<file path="config.mk">
export PLATFORM = sky130hd
export DESIGN_NAME = ivmo_cell
export DESIGN_NICKNAME = d
export VERILOG_FILES = /design/src/hw/rtl/assert_macros.svh /design/src/hw/rtl/ivmo_pkg.sv /design/src/hw/rtl/ivmo_cell.sv
export SDC_FILE = /design/constraint.sdc
export NUM_CORES = 1
export LEC_CHECK = 0
export BUFFER_PORTS_ARGS = -buffer_cell sky130_fd_sc_hd__buf_2
export CORE_ASPECT_RATIO = 0.6
export CORE_MARGIN = 4
export CORE_UTILIZATION = 46
export CTS_CLUSTER_DIAMETER = 50
export DETAILED_ROUTE_END_ITERATION = 7
export PLACE_DENSITY = 0.77
export SETUP_SLACK_MARGIN = 0.05
export SYNTH_ARGS = -nofsm -noshare
export SYNTH_HDL_FRONTEND = slang
export SYNTH_SLANG_ARGS = --single-unit
</file>
<file path="constraint.sdc">
create_clock -name clk -period 2.5 [get_ports clk]
set_input_delay 0.125 -clock clk [delete_from_list [all_inputs] [get_ports clk]]
set_output_delay 0.125 -clock clk [all_outputs]
set_load 0.02 [all_outputs]
</file>
<file path="src/hw/rtl/assert_macros.svh">
// Assertion macros used by the RTL of the meeting-room block.
`ifndef ASSERT_MACROS_SVH
`define ASSERT_MACROS_SVH
`ifndef SYNTH
`define ASSERT_AT(name, clk, rst_n, prop) \
	name: assert property (@(posedge clk) disable iff (!rst_n) prop) \
		else $error("assertion failed");
`define ASSERT_NEVER(name, clk, rst_n, cond) \
	name: assert property (@(posedge clk) disable iff (!rst_n) !(cond)) \
		else $error("forbidden condition seen");
`else
`define ASSERT_AT(name, clk, rst_n, prop)
`define ASSERT_NEVER(name, clk, rst_n, cond)
`endif
`endif

</file>
<file path="src/hw/rtl/ivmo_pkg.sv">
// Types and constants of the meeting-room overlap block.
`timescale 1ns / 1ps
package ivmo_pkg;

	localparam int unsigned FIELD_BITS = 16;
	localparam int unsigned ROOMS_BITS = 7;
	localparam int unsigned ROOMS_MAX  = 127;

	typedef enum logic [2:0] {
		ST_LOAD,
		ST_PREP,
		ST_SCAN,
		ST_RED0,
		ST_REDUCE,
		ST_DONE
	} state_t;

	typedef struct packed {
		logic load_en;
		logic scan_start;
		logic scan_step;
		logic red_start;
		logic red_step;
	} cell_ctrl_t;

endpackage

</file>
<file path="src/hw/rtl/ivmo_cell.sv">
// One cell of the chain: holds one interval, counts overlapping probes, folds the peak.
`timescale 1ns / 1ps
module ivmo_cell #(
	parameter int unsigned TIME_BITS = 16,
	parameter int unsigned CW        = 7
) (
	input  logic                 clk,
	input  logic                 arst_n,
	input  ivmo_pkg::cell_ctrl_t ctrl,
	input  logic                 valid,
	input  logic [TIME_BITS-1:0] ld_start,
	input  logic [TIME_BITS-1:0] ld_end,
	output logic [TIME_BITS-1:0] held_start,
	output logic [TIME_BITS-1:0] held_end,
	input  logic [TIME_BITS-1:0] probe_start_prev,
	input  logic [TIME_BITS-1:0] probe_end_prev,
	input  logic                 probe_valid_prev,
	output logic [TIME_BITS-1:0] probe_start,
	output logic [TIME_BITS-1:0] probe_end,
	output logic                 probe_valid,
	input  logic [CW-1:0]        peak_prev,
	output logic [CW-1:0]        peak
);

	logic [TIME_BITS-1:0] start_q, end_q, pr_start_q, pr_end_q;
	logic                 pr_valid_q;
	logic [CW-1:0]        cnt_q, red_q;
	logic                 key_le, hit;

	// A probe counts when it sorts at or before this interval and is still
	// active at this interval's start.
	assign key_le = (probe_start_prev < start_q) ||
		((probe_start_prev == start_q) && (probe_end_prev <= end_q));
	assign hit = probe_valid_prev && key_le && (probe_end_prev > start_q);

	always_ff @(posedge clk) begin
		if (ctrl.load_en) begin
			start_q <= ld_start;
			end_q   <= ld_end;
		end
		if (ctrl.scan_start) begin
			pr_start_q <= start_q;
			pr_end_q   <= end_q;
		end else if (ctrl.scan_step) begin
			pr_start_q <= probe_start_prev;
			pr_end_q   <= probe_end_prev;
		end
	end

	always_ff @(posedge clk or negedge arst_n) begin
		if (!arst_n) begin
			pr_valid_q <= 1'b0;
			cnt_q      <= '0;
			red_q      <= '0;
		end else begin
			if (ctrl.scan_start) begin
				pr_valid_q <= valid;
				cnt_q      <= '0;
			end else if (ctrl.scan_step) begin
				pr_valid_q <= probe_valid_prev;
				if (hit) begin
					cnt_q <= cnt_q + CW'(1);
				end
			end
			if (ctrl.red_start) begin
				red_q <= valid ? cnt_q + CW'(1) : '0;
			end else if (ctrl.red_step) begin
				red_q <= (peak_prev > red_q) ? peak_prev : red_q;
			end
		end
	end

	assign held_start  = start_q;
	assign held_end    = end_q;
	assign probe_start = pr_start_q;
	assign probe_end   = pr_end_q;
	assign probe_valid = pr_valid_q;
	assign peak        = red_q;

endmodule

</file>
==> results, run 1 <==
- The run finished, with violations left.
- The worst-case hold slack is 85.1 ps.
- The critical path endpoint category is a register.
- At the end of the flow the core is filled with cells to 0.696.
- Summing all non-filler instances in the final layout gives an area of 6450 um2.
- In this run the worst hold path is classified as primary input to register.
- At the end of routability-driven placement, the weighted congestion stood at 0.806.
- The area share of the largest cell type after synthesis is 0.435.
- Traced cell by cell, the critical path runs through inv_2 -> ha_4 -> a211oi_2 -> o21bai_2 -> or4_4 -> a2111oi_4 -> nor3_2 -> buf_4 -> or4_4 -> a21oi_2.
- The number of buffers inserted during clock tree synthesis is 9.
- The via count of the first global-routing pass came to 4149.
- In this run the register-to-register setup slack is -240 ps.
- The clock tree synthesis step divided the H-tree into 3 levels.
- The static leakage is 0.00307 uW.
- The multi-input combinational cells in the finished layout cover a total of 2000 um2.
- The first global-routing pass estimated 20600 um of wire.
- The total congestion overflow after global routing is 0.
- The placed wire-length estimate is 9630 um.
- The startpoint of the worst setup timing path is held_end[13]$_DFFE_PP_.
- The vias after detailed routing is 3764.
- Of the synthesized area, sequential elements account for 0.520.
- The combinational family with the most area after synthesis is adder cells.
- During synthesis, Yosys emitted a total of 0 warnings.
- The path with the worst hold slack has its endpoint at probe_valid$_DFFE_PN0P_.
- The share of synthesized cell area in and, or, nand and nor gates is 0.0745.
- Counting cells, the worst reg-to-reg path comes to 10.
- The worst setup path is of the register to register kind.
- The power per unit of standard cell area is 592 nW/um2.
- No sink is reached through more buffers than the 2 on the longest clock path.
- In this run, the number of DRC markers left after iteration 0 of detailed routing was 159.
- The final-report max-slew violation count came to 0.
- The met1 usage is 0.296.
- The cell at the slowest stage of the critical path is or4_4.
- The synthesized-area fraction occupied by ao, oa, aoi and oai cells is 0.0921.
- Ranked by total cell area, the synthesized netlist is headed by edfxtp_1 (44%), ha_1 (16%), dfrtp_1 (8.5%), mux2_2 (7.9%), inv_1 (3.7%).
- For the worst setup path, the data arrival time is 3010 ps.
- The worst setup path is launched from a register.
- Headroom to the max-slew limit came out at 0.428.
- The adder-cell share of the synthesized area is 0.159.
- The post-synth net total is 492.
- The net total in the final layout is 739.
- The repair_antennas step left the layout with diodes totalling 0.
- Measured against the total synthesized area, the mux share comes to 0.0995.
- Measured along the y axis, the die boundary spans 83.9 um.
- The mean instance size in the synthesized netlist is 12.4 um2.
- The worst clock skew on the final layout is 9.39 ps.
- After clock tree synthesis, the clock-pin slew on the worst setup and hold paths is 60 ps.
- After floorplanning, the core was sized to cover 9260 um2.
- The gate count of the mapped netlist is 356.
- The global-route track usage on met2 is 0.400.
- Summed over all instances, the cell type with the most area after synthesis is edfxtp_1.
- Of all nets on the critical path, the largest fanout is 5.
- The number of antenna-violating nets in the routed design is 0.
- Dividing the final minimum period by the clock period gives 1.10.
- The finished layout holds 738 standard cells, fillers aside.
- The number of storage elements in the synthesis netlist is 79.
- The total iterations of the first detailed-routing run is 5.
- The launching point of the worst reg2reg path is held_end[13]$_DFFE_PP_.
- The site row count is 27.
- The initial utilization of the core area, before any placement, comes to 0.477.
- The total standard cell area after synthesis is 4420 um2.
- The data required time at the worst endpoint is 2770 ps.
- The die covers 11300 um2.
- The worst setup margin is -241 ps.
- The insertion delay of the later-clocked pin in the worst-skew pair is 340 ps.
- Entering global routing, the biggest net connects 33 pins.
- The synthesized netlist contains 39 unique library cells.
- Setup repair after global routing could not meet its margin everywhere.
- After detailed routing, the number of remaining DRC violations is 0.
- The number of sinks driven by the clock tree is 79.
- The transition time of the tightest slew-check pin is 857 ps.
- The count of final hold-check violations is 0.
- The layer with the highest usage after global routing is met2.
- The share of post-route cells with drive strength above 1 is 0.449.
- The post-place instance area is 5750 um2.
- The number of max-capacitance violations reported is 0.
- The hold path startpoint is valid.
- The number of input and output port buffers inserted is 151.
- The count of final setup violators is 7.
- The xor/xnor share of the synthesized area is 0.00992.
- By instance count, the cell type seen most on the critical path is or4_4.
- The TritonCTS clock tree is done.
- The sequential cells in the finished layout cover a total of 2300 um2.
- Measured along the x axis, the die boundary spans 134 um.
- For this run, the total global-route usage over all layers was measured as 0.234.
- The fraction of met3 tracks used by global routing is 0.0627.
- The checks that failed: setup timing.
- In the final routed layout, each cell accounts on average for 17.3 um.
- The top-level port count is 152.
- The cell depth of the worst hold path is 3.
- The count of filler cells inserted in the layout is 678.
- The endpoint identified for the worst register-to-register timing path is cnt_q[6]$_DFFE_PN0P_.
- The routed design has 12700 um of wire.
- The number of antenna violations at the first check in global routing is 0.
- In the routed layout, each cell is associated on average with a via count of 5.10.
- Static timing analysis puts the maximum clock frequency at 365 MHz.
- The cell sitting at the root of the clock tree is a clkbuf_16.
- Across the VDD grid, the largest voltage drop is 0.368 mV.
- The layout overhead on the synthesized area is 46.0%.
- The final critical delay including setup and external delays is 2740 ps.
- In this design, the stage delay of the slowest critical-path cell is 560 ps.
- The cell total after placement is 687.
## stage by stage
| stage | setup WS (ps) | TNS (ps) | power (uW) |
|---|---|---|---|
| final | -241 | -1290 | 3820 |
| after global routing | -389 | -2420 | 4010 |
| after CTS | -237 | -1270 | 3840 |
| after detailed placement | -259 | -1430 | 2480 |
| after global placement | -157 | -765 | 2440 |
| after floorplan | -174 | -828 | 2070 |
## synthesized netlist by cell type
cell type / instances
buf_6: 1
nor4bb_1: 1
ha_1: 56
and4_1: 2
clkbuf_1: 6
o21ai_0: 12
o21a_1: 1
buf_1: 1
nor3_1: 2
o22ai_1: 5
o31ai_1: 6
or4_1: 6
o21bai_1: 1
nand3_1: 8
o2bb2ai_1: 1
a21o_1: 7
nor4_1: 1
dfrtp_1: 15
a21boi_0: 1
nand2_1: 13
a21oi_1: 25
nor2b_1: 4
or2_2: 1
nor3b_1: 1
mux2i_1: 9
inv_1: 43
edfxtp_1: 64
nand2b_1: 2
xor2_1: 4
a2111oi_2: 1
mux2_2: 31
nand3b_1: 2
xnor2_1: 1
o211ai_1: 2
nand2_2: 1
o2111ai_1: 1
nor2_1: 6
nand4_1: 9
a211oi_1: 3
## kinds of logic (layout without fill, tap and decap cells)
family,Yosys count,in the layout
DFF,79,79
buffers and inverters,51,303
AOI/OAI and AO/OA,66,66
adders and majority gates,56,56
and+or+nand+nor,59,59
muxes,40,40
xor gates and xnor gates,5,5
## flip-flops by register name (all words and copies together) (netlist names)
register and count:
cnt_q 7, held_end 16, peak 7, probe_valid 1, held_start 16, probe_start 16
probe_end 16
## area by class of cell
type | instances | area share
flip-flops and latches | 79 | 0.356
multi-input cells | 226 | 0.311
repair buffers | 244 | 0.238
clock buffers | 11 | 0.0361
well taps | 130 | 0.0252
inverters | 43 | 0.0250
clock inverters | 5 | 0.00873
## critical path, delay by kind of cell (launching register included)
family | cells | cell delay, ps
simple gates | 3 | 1190
compound gates | 4 | 650
fa+ha+maj | 1 | 200
flops | 1 | 400
buf+inv | 2 | 250
## placed cells by master, fill, tap and decap left out, types with 9 or more instances in the layout
cell           count
buf_4             59
ha_1              55
inv_1             42
dfrtp_1           15
o21ai_0           11
clkbuf_16          9
nand2_1           13
mux2i_1            9
dlygate4sd3_1     33
buf_2            152
a21oi_1           23
nand4_1            9
edfxtp_1          64
mux2_2            31
## worst max-delay path by stage
| stage | endpoint | cells after the start |
|---|---|---|
| floorplan | cnt_q[4]$_DFFE_PN0P_ | 10 |
| finish | cnt_q[6]$_DFFE_PN0P_ | 10 |
| global placement | cnt_q[6]$_DFFE_PN0P_ | 10 |
| CTS | cnt_q[6]$_DFFE_PN0P_ | 10 |
| detailed placement | cnt_q[6]$_DFFE_PN0P_ | 10 |
| global route | cnt_q[4]$_DFFE_PN0P_ | 10 |
## timing repair
action                                  CTS  global route
endpoints found under the setup margin    7             7
pin swaps                                 2             2
hold buffers                             33             0
cloned                                    1             0
buffers inserted                          1             0
resized for setup                         6             8
hold endpoints to repair                 47             0
## where the power goes
group / leakage, uW / total [uW] / internal [uW] / switching, uW
Sequential: 0.000842 / 1600 / 1550 / 50.9
Clock: 0.000140 / 1300 / 774 / 524
Combinational: 0.00209 / 916 / 416 / 500
## per-layer routing
layer  routed length (um)  vias up  part of all wire
met1                 5560     1790              0.44
met3                  877       17             0.069
met5                    0        -                 0
met2                 6150      129              0.48
met4                  150        0             0.012
li1                     -     1828                 -
Note: power is estimated with default switching activity, not from simulation.
==> run 2: changes to the inputs <==
--- a/config.mk
+++ b/config.mk
@@ -12,6 +12,7 @@
 export CTS_CLUSTER_DIAMETER = 50
 export DETAILED_ROUTE_END_ITERATION = 7
 export PLACE_DENSITY = 0.77
+export REMOVE_ABC_BUFFERS = 1
 export SETUP_SLACK_MARGIN = 0.05
 export SYNTH_ARGS = -nofsm -noshare
 export SYNTH_HDL_FRONTEND = slang
==> results, run 2 (synthesized netlist as in run 1, its figures left out) <==
- The initial cell density of the core was 0.477 (unchanged).
- The worst clock skew on the final layout is 7.93 ps (-1.47 ps).
- The highest fanout seen on the critical path came to 5 (unchanged).
- The routed metal-1 wirelength was 5680 um (+2.2%).
- The total congestion overflow after global routing is 0 (unchanged).
- The placeable core area is 9260 um2 (unchanged).
- The number of max-capacitance violations reported is 0 (unchanged).
- The highest clock frequency the design can meet is 378 MHz (+3.6%).
- Walking the worst path, the cells encountered are inv_2 -> ha_4 -> and4_4 -> nand2_2 -> or4_4 -> a2111oi_4 -> buf_4 -> nor3_4 -> nor2_2 -> mux2_4.
- The fraction of the core area covered by cells at the end of the flow was 0.723 (+0.0264).
- The data required time at the worst endpoint was 2710 ps (-60 ps).
- The normalized max-slew margin is 0.445 (+0.0170).
- The routability congestion estimate is 0.828 (+2.7%).
- The post-route cell area is 6690 um2 (+3.8%).
- The met2 wire length is 6520 um (+6.1%).
- The die outline height is 83.9 um (unchanged).
- The clock tree buffer depth was 2 (unchanged).
- The count of final hold-check violations was 0 (unchanged).
- The number of input and output port buffers inserted is 151 (unchanged).
- The detailed-route wire length came to 13400 um (+5.2%).
- The setup TNS after final layout is -859 ps (+426 ps).
- The number of buffers inserted during clock tree synthesis is 9 (unchanged).
- The share of post-route cells with drive strength above 1 is 0.485 (+0.0363).
- The layout overhead on the synthesized area is 51.5%.
- The vias after detailed routing is 3869 (+2.8%).
- The via count of the first global-routing pass is 4281 (+3.2%).
- Setup repair after global routing could not meet its margin everywhere.
- The insertion delay of the later-clocked pin in the worst-skew pair is 340 ps (about the same).
- The total iterations of the first detailed-routing run is 4 (-1).
- The TritonCTS clock tree is done.
- The overall die width is 134 um (unchanged).
- The antenna diode count is 0 (unchanged).
- The filler-free cell count of the finished design is 744 (+0.81%).
- The average via count per standard cell came to 5.20 (+2.0%).
- The type of the worst min-delay path is primary input to register.
- The largest net degree at the start of global routing is 33 (unchanged).
- The net total in the final layout is 745 (+0.81%).
- The routed wire length per instance is 18.0 um (+4.4%).
- The post-place instance area is 5740 um2 (about the same).
- The flow ran to the end, but the final reports show violations.
- The worst IR drop on VDD was 0.420 mV (+14%).
- The number of levels the H-tree was split into came to 3 (unchanged).
- The worst slack after detailed placement is -499 ps (-240 ps).
- The startpoint kind of the worst setup timing path is a register.
- The maximum cell stage delay along the critical path was 520 ps (-40 ps).
- The die outline area came to 11300 um2 (unchanged).
- The count of final setup violators was 7 (unchanged).
- The number of antenna violations at the first check in global routing is 0 (unchanged).
- The final critical delay including setup and external delays was 2650 ps (-94.2 ps).
- The worst setup path is captured at a register.
- The top-level port count was 152 (unchanged).
- The total global-route track usage was 0.246 (+0.0121).
- The power per unit of standard cell area is 591 nW/um2 (-0.29%).
- The violation count after the first detailed-route iteration is 188 (+18%).
- The number of antenna-violating nets in the routed design was 0 (unchanged).
- The final-report max-slew violation count was 0 (unchanged).
- The most common cell after layout, fill and taps aside is buf_2.
- The site row count is 27 (unchanged).
- The checks that failed: setup timing.
- The placed wire-length estimate was 9590 um (-0.38%).
- The worst setup margin is -147 ps (+94.2 ps).
- The slowest stage of the critical path belongs to the cell or4_4.
- The tree is rooted in a clkbuf_16.
- Leaving out fill and tap cells, the most frequent cells in the layout are buf_2 (151), edfxtp_1 (64), buf_4 (63), ha_1 (49), inv_1 (37).
- The critical setup path kind is register to register.
- The transition time of the tightest slew-check pin is 832 ps (-25.4 ps).
- The cell total after placement is 687 (unchanged).
- The total length of routed met3 wires is 904 um (+3.1%).
- The clock-pin slew of the registers on the worst-case setup and hold paths is 60 ps (about the same).
- The period utilization is 1.06 (-0.0377).
- The static leakage is 0.00315 uW (+2.6%).
- The number of sinks driven by the clock tree was 79 (unchanged).
- In this run the top signal layer used is met4.
- The arrival time at the worst endpoint is 2860 ps (-150 ps).
- The wire length of the first global-routing pass is 21700 um (+5.3%).
- The number of remaining DRC errors is 0 (unchanged).
[run 2: changes by cell type in the layout (fill, tap and decap cells not counted), sizes merged]
cell	delta
clkbuf	-2
clkinvlp	-1
buf	+5
nor3	+1
clkinv	+3
inv	-1
bufinv	+1
[run 2: repair_timing]
action | CTS | global route
setup endpoints to repair | 7 | 7
resized for setup | 33 | 9
buffers inserted | 5 | 2
hold endpoints to repair | 47 | 0
cloned | 1 | 0
hold buffers | 33 | 0
pin swaps | 20 | 3
[run 2: path summary, 6_finish.rpt]
kind / startpoint / endpoint / slack [ps] / cells past startpoint
worst max-delay path: held_start[15]$_DFFE_PP_ / cnt_q[0]$_DFFE_PN0P_ / -150 / 10
worst min-delay path: valid / probe_valid$_DFFE_PN0P_ / 70 / 3
worst max register to register: held_start[15]$_DFFE_PP_ / cnt_q[0]$_DFFE_PN0P_ / -150 / 10
worst min register to register: cnt_q[1]$_DFFE_PN0P_ / cnt_q[1]$_DFFE_PN0P_ / 590 / 2
max in group asynchronous: arst_n / peak[1]$_DFFE_PN0P_ / 1960 / 2
min in group asynchronous: arst_n / peak[4]$_DFFE_PN0P_ / 250 / 2
[run 2: critical path, delay by kind of cell (launching register included)]
kind,cells,cell delay [ps]
and+or+nand+nor,5,1020
DFF,1,370
muxes,1,310
AOI/OAI and AO/OA,1,290
adders and majority gates,1,270
buffers and inverters,2,260
[run 2: power breakdown]
part	internal (uW)	total, uW	leakage (uW)	switching (uW)
clock	867	1380	0.000157	510
combinational	441	971	0.00215	530
sequential	1550	1600	0.000842	50.5
total	2860	3950	0.00315	1090
[run 2: routing by layer]
metal | global-route usage | vias up
li1 | - | 1841
met3 | 0.0711 | 30
met5 | 0 | -
met4 | 0.0656 | 0
met1 | 0.304 | 1852
met2 | 0.423 | 146
[run 2: through the flow]
step	hold slack, ps	power [uW]
finish	74.6	3950
floorplan	-171	2050
CTS	54.2	3950
global route	92.2	4130
global placement	45.1	2430
detailed placement	59.5	2470
[run 2: area by class of cell]
| type | instances | area [um2] |
|---|---|---|
| clock buffer | 9 | 225 |
| clock inverter | 7 | 87.6 |
| fill | 664 | 2570 |
| inverter | 43 | 161 |
| multi-input combinational | 227 | 2170 |
| sequential | 79 | 2300 |
| tap | 130 | 163 |
| timing repair buffer | 249 | 1590 |
==> run 3: changes to the inputs <==
==> constraint.sdc (replaced) <==
create_clock -name clk -period 2.5 [get_ports clk]
set_input_delay 0.25 -clock clk [delete_from_list [all_inputs] [get_ports clk]]
set_output_delay 0.25 -clock clk [all_outputs]
set_load 0.02 [all_outputs]
==> results, run 3 (synthesized netlist as in run 1, its figures left out) <==
- The layout overhead on the synthesized area is 47.7%.
- The routability congestion estimate was 0.821 (-0.88%).
- The static leakage is 0.00306 uW (-2.7%).
- The number of remaining DRC errors is 0 (unchanged).
- The final-report max-slew violation count was 0 (unchanged).
- The library cell used most frequently in the layout, excluding fill and tap cells, is buf_2.
- The count of final setup violators came to 6 (-1).
- Clock tree synthesis selected as its root buffer the cell clkbuf_16.
- The net total in the final layout is 721 (-3.2%).
- The top-level port count is 152 (unchanged).
- The via count of the first global-routing pass is 3915 (-8.5%).
- The period utilization came to 1.08 (+0.0233).
- The final critical delay including setup and external delays is 2700 ps (+58.4 ps).
- The worst IR drop on VDD was 0.484 mV (+15%).
- The number of buffers inserted during clock tree synthesis is 9 (unchanged).
- The library cells used most frequently in the layout, excluding fill and tap cells, are buf_2 (151), buf_4 (70), edfxtp_1 (64), ha_1 (47), inv_1 (34).
- The placed wire-length estimate is 9540 um (-0.58%).
- The power per unit of standard cell area is 620 nW/um2 (+5.0%).
- The wire length of the first global-routing pass came to 20400 um (-5.9%).
- The initial cell density of the core came to 0.477 (unchanged).
- The post-route cell area is 6520 um2 (-2.5%).
- The insertion delay of the later-clocked pin in the worst-skew pair is 340 ps (about the same).
- The average via count per standard cell was 5.17 (-0.60%).
- The worst setup margin was -205 ps (-58.4 ps).
- The share of post-route cells with drive strength above 1 is 0.532 (+0.0469).
- The total global-route track usage is 0.231 (-0.0149).
- The detailed-route wire length is 12600 um (-5.7%).
- The violation count after the first detailed-route iteration was 186 (-1.1%).
- The number of max-capacitance violations reported is 0 (unchanged).
- The routed wire length per instance came to 17.5 um (-2.7%).
- The highest clock frequency the design can meet is 370 MHz (-2.2%).
- The critical setup path kind is register to register.
- The clock tree buffer depth came to 2 (unchanged).
- The checks that failed: setup timing.
- The filler-free cell count of the finished design is 721 (-3.1%).
- The worst register-to-register path begins at held_end[14]$_DFFE_PP_.
- STA classifies the critical path startpoint as a register.
- The post-place instance area is 5770 um2 (+0.39%).
- In this run the worst hold path is classified as primary input to register.
- The number of antenna violations at the first check in global routing is 1 (+1).
- The signal on the critical path passes through inv_1 -> ha_1 -> o21ai_0 -> o21bai_2 -> or4_4 -> a2111oi_4 -> nor3_4 -> buf_6 -> or4_1 -> a21oi_1.
- The slowest stage of the critical path belongs to the cell or4_1.
- The number of input and output port buffers inserted is 151 (unchanged).
- The transition time of the tightest slew-check pin is 834 ps (+2.18 ps).
- The TritonCTS clock tree is done.
- The overall die width is 134 um (unchanged).
- The maximum cell stage delay along the critical path is 460 ps (-60 ps).
- The data required time at the worst endpoint is 2760 ps (+50 ps).
- The flow ran to the end, but the final reports show violations.
- The arrival time at the worst endpoint is 2970 ps (+110 ps).
- The total congestion overflow after global routing is 0 (unchanged).
- The hold path startpoint is ld_start[12].
- The vias after detailed routing is 3727 (-3.7%).
- The number of levels the H-tree was split into is 3 (unchanged).
- The largest net degree at the start of global routing is 33 (unchanged).
- The normalized max-slew margin is 0.444 (-0.00146).
- The die outline area came to 11300 um2 (unchanged).
- The worst clock skew on the final layout is 5.85 ps (-2.07 ps).
- The worst slack after detailed placement is -443 ps (+56.4 ps).
- The count of filler cells inserted in the layout came to 658 (-0.90%).
- The worst setup path is captured at a register.
- The highest fanout seen on the critical path was 5 (unchanged).
- The startpoint of the worst setup timing path is held_end[14]$_DFFE_PP_.
- The die outline height was 83.9 um (unchanged).
- Setup repair after global routing could not meet its margin everywhere.
- The site row count was 27 (unchanged).
- The clock-pin slew of the registers on the worst-case setup and hold paths is 60 ps (about the same).
- The cell total after placement is 690 (+0.44%).
- The count of final hold-check violations was 0 (unchanged).
- The placeable core area is 9260 um2 (unchanged).
- The number of sinks driven by the clock tree is 79 (unchanged).
- The total iterations of the first detailed-routing run was 4 (unchanged).
- The number of antenna-violating nets in the routed design is 0 (unchanged).
==> run 3: cell count changes in the layout (fill, tap and decap cells not counted), sizes merged <==
cell	change
nor3	-1
clkinv	-2
dlygate4sd3	-32
clkinvlp	+1
buf	+9
diode	+1
bufinv	+1
==> run 3: cell type report <==
| cell class | instances | area (um2) | share of cell area |
|---|---|---|---|
| Antenna cell | 1 | 2.50 | 0.000384 |
| Clock buffer | 9 | 225 | 0.0345 |
| Clock inverter | 7 | 111 | 0.0171 |
| Sequential cell | 79 | 2300 | 0.352 |
| Inverter | 43 | 161 | 0.0248 |
| Timing Repair Buffer | 226 | 1350 | 0.206 |
| Tap cell | 130 | 163 | 0.0249 |
| Multi-Input combinational cell | 226 | 2220 | 0.340 |
==> run 3: worst paths after layout <==
kind,cells past startpoint,to,slack [ps]
worst max-delay path,10,cnt_q[3]$_DFFE_PN0P_,-200
worst min-delay path,1,held_start[12]$_DFFE_PP_,80
worst max register to register,10,cnt_q[3]$_DFFE_PN0P_,-200
worst min register to register,2,probe_valid$_DFFE_PN0P_,570
max in group asynchronous,2,probe_valid$_DFFE_PN0P_,1860
min in group asynchronous,2,cnt_q[6]$_DFFE_PN0P_,370
==> run 3: power breakdown <==
| group | switching [uW] | internal, uW | total (uW) |
|---|---|---|---|
| combinational | 524 | 427 | 951 |
| sequential | 49.5 | 1550 | 1600 |
| clock | 524 | 968 | 1490 |
==> run 3: per-stage QoR <==
step                      hold WS, ps  total power [uW]  TNS (ps)   util
after floorplan                 -45.6              2050     -1810      -
after global placement            173              2440     -1770  0.623
after detailed placement          177              2470     -2550  0.623
after CTS                        73.2              4030      -669  0.691
after global routing             73.0              4230     -1620  0.705
final                            82.3              4040      -856  0.705
==> run 3: repair_timing <==
item | 4_1_cts | 5_1_grt
pin swaps | 22 | 12
resized for setup | 39 | 18
setup buffers | 10 | 3
endpoints found under the setup margin | 7 | 7
hold endpoints to repair | 15 | 0
hold buffers | 1 | 0
==> run 3: metal layers <==
metal / wire (um) / share of wire / track usage
met5: 0 / 0 / 0
met4: 209 / 0.017 / 0.0508
met3: 944 / 0.075 / 0.0633
met2: 5840 / 0.46 / 0.383
met1: 5650 / 0.45 / 0.305
==> run 3: critical path: cells and delay by family (launching register included) <==
family          cells  cell delay (ps)
flops               1              380
simple gates        3             1010
buf+inv             2              220
fa+ha+maj           1              230
compound gates      4              780
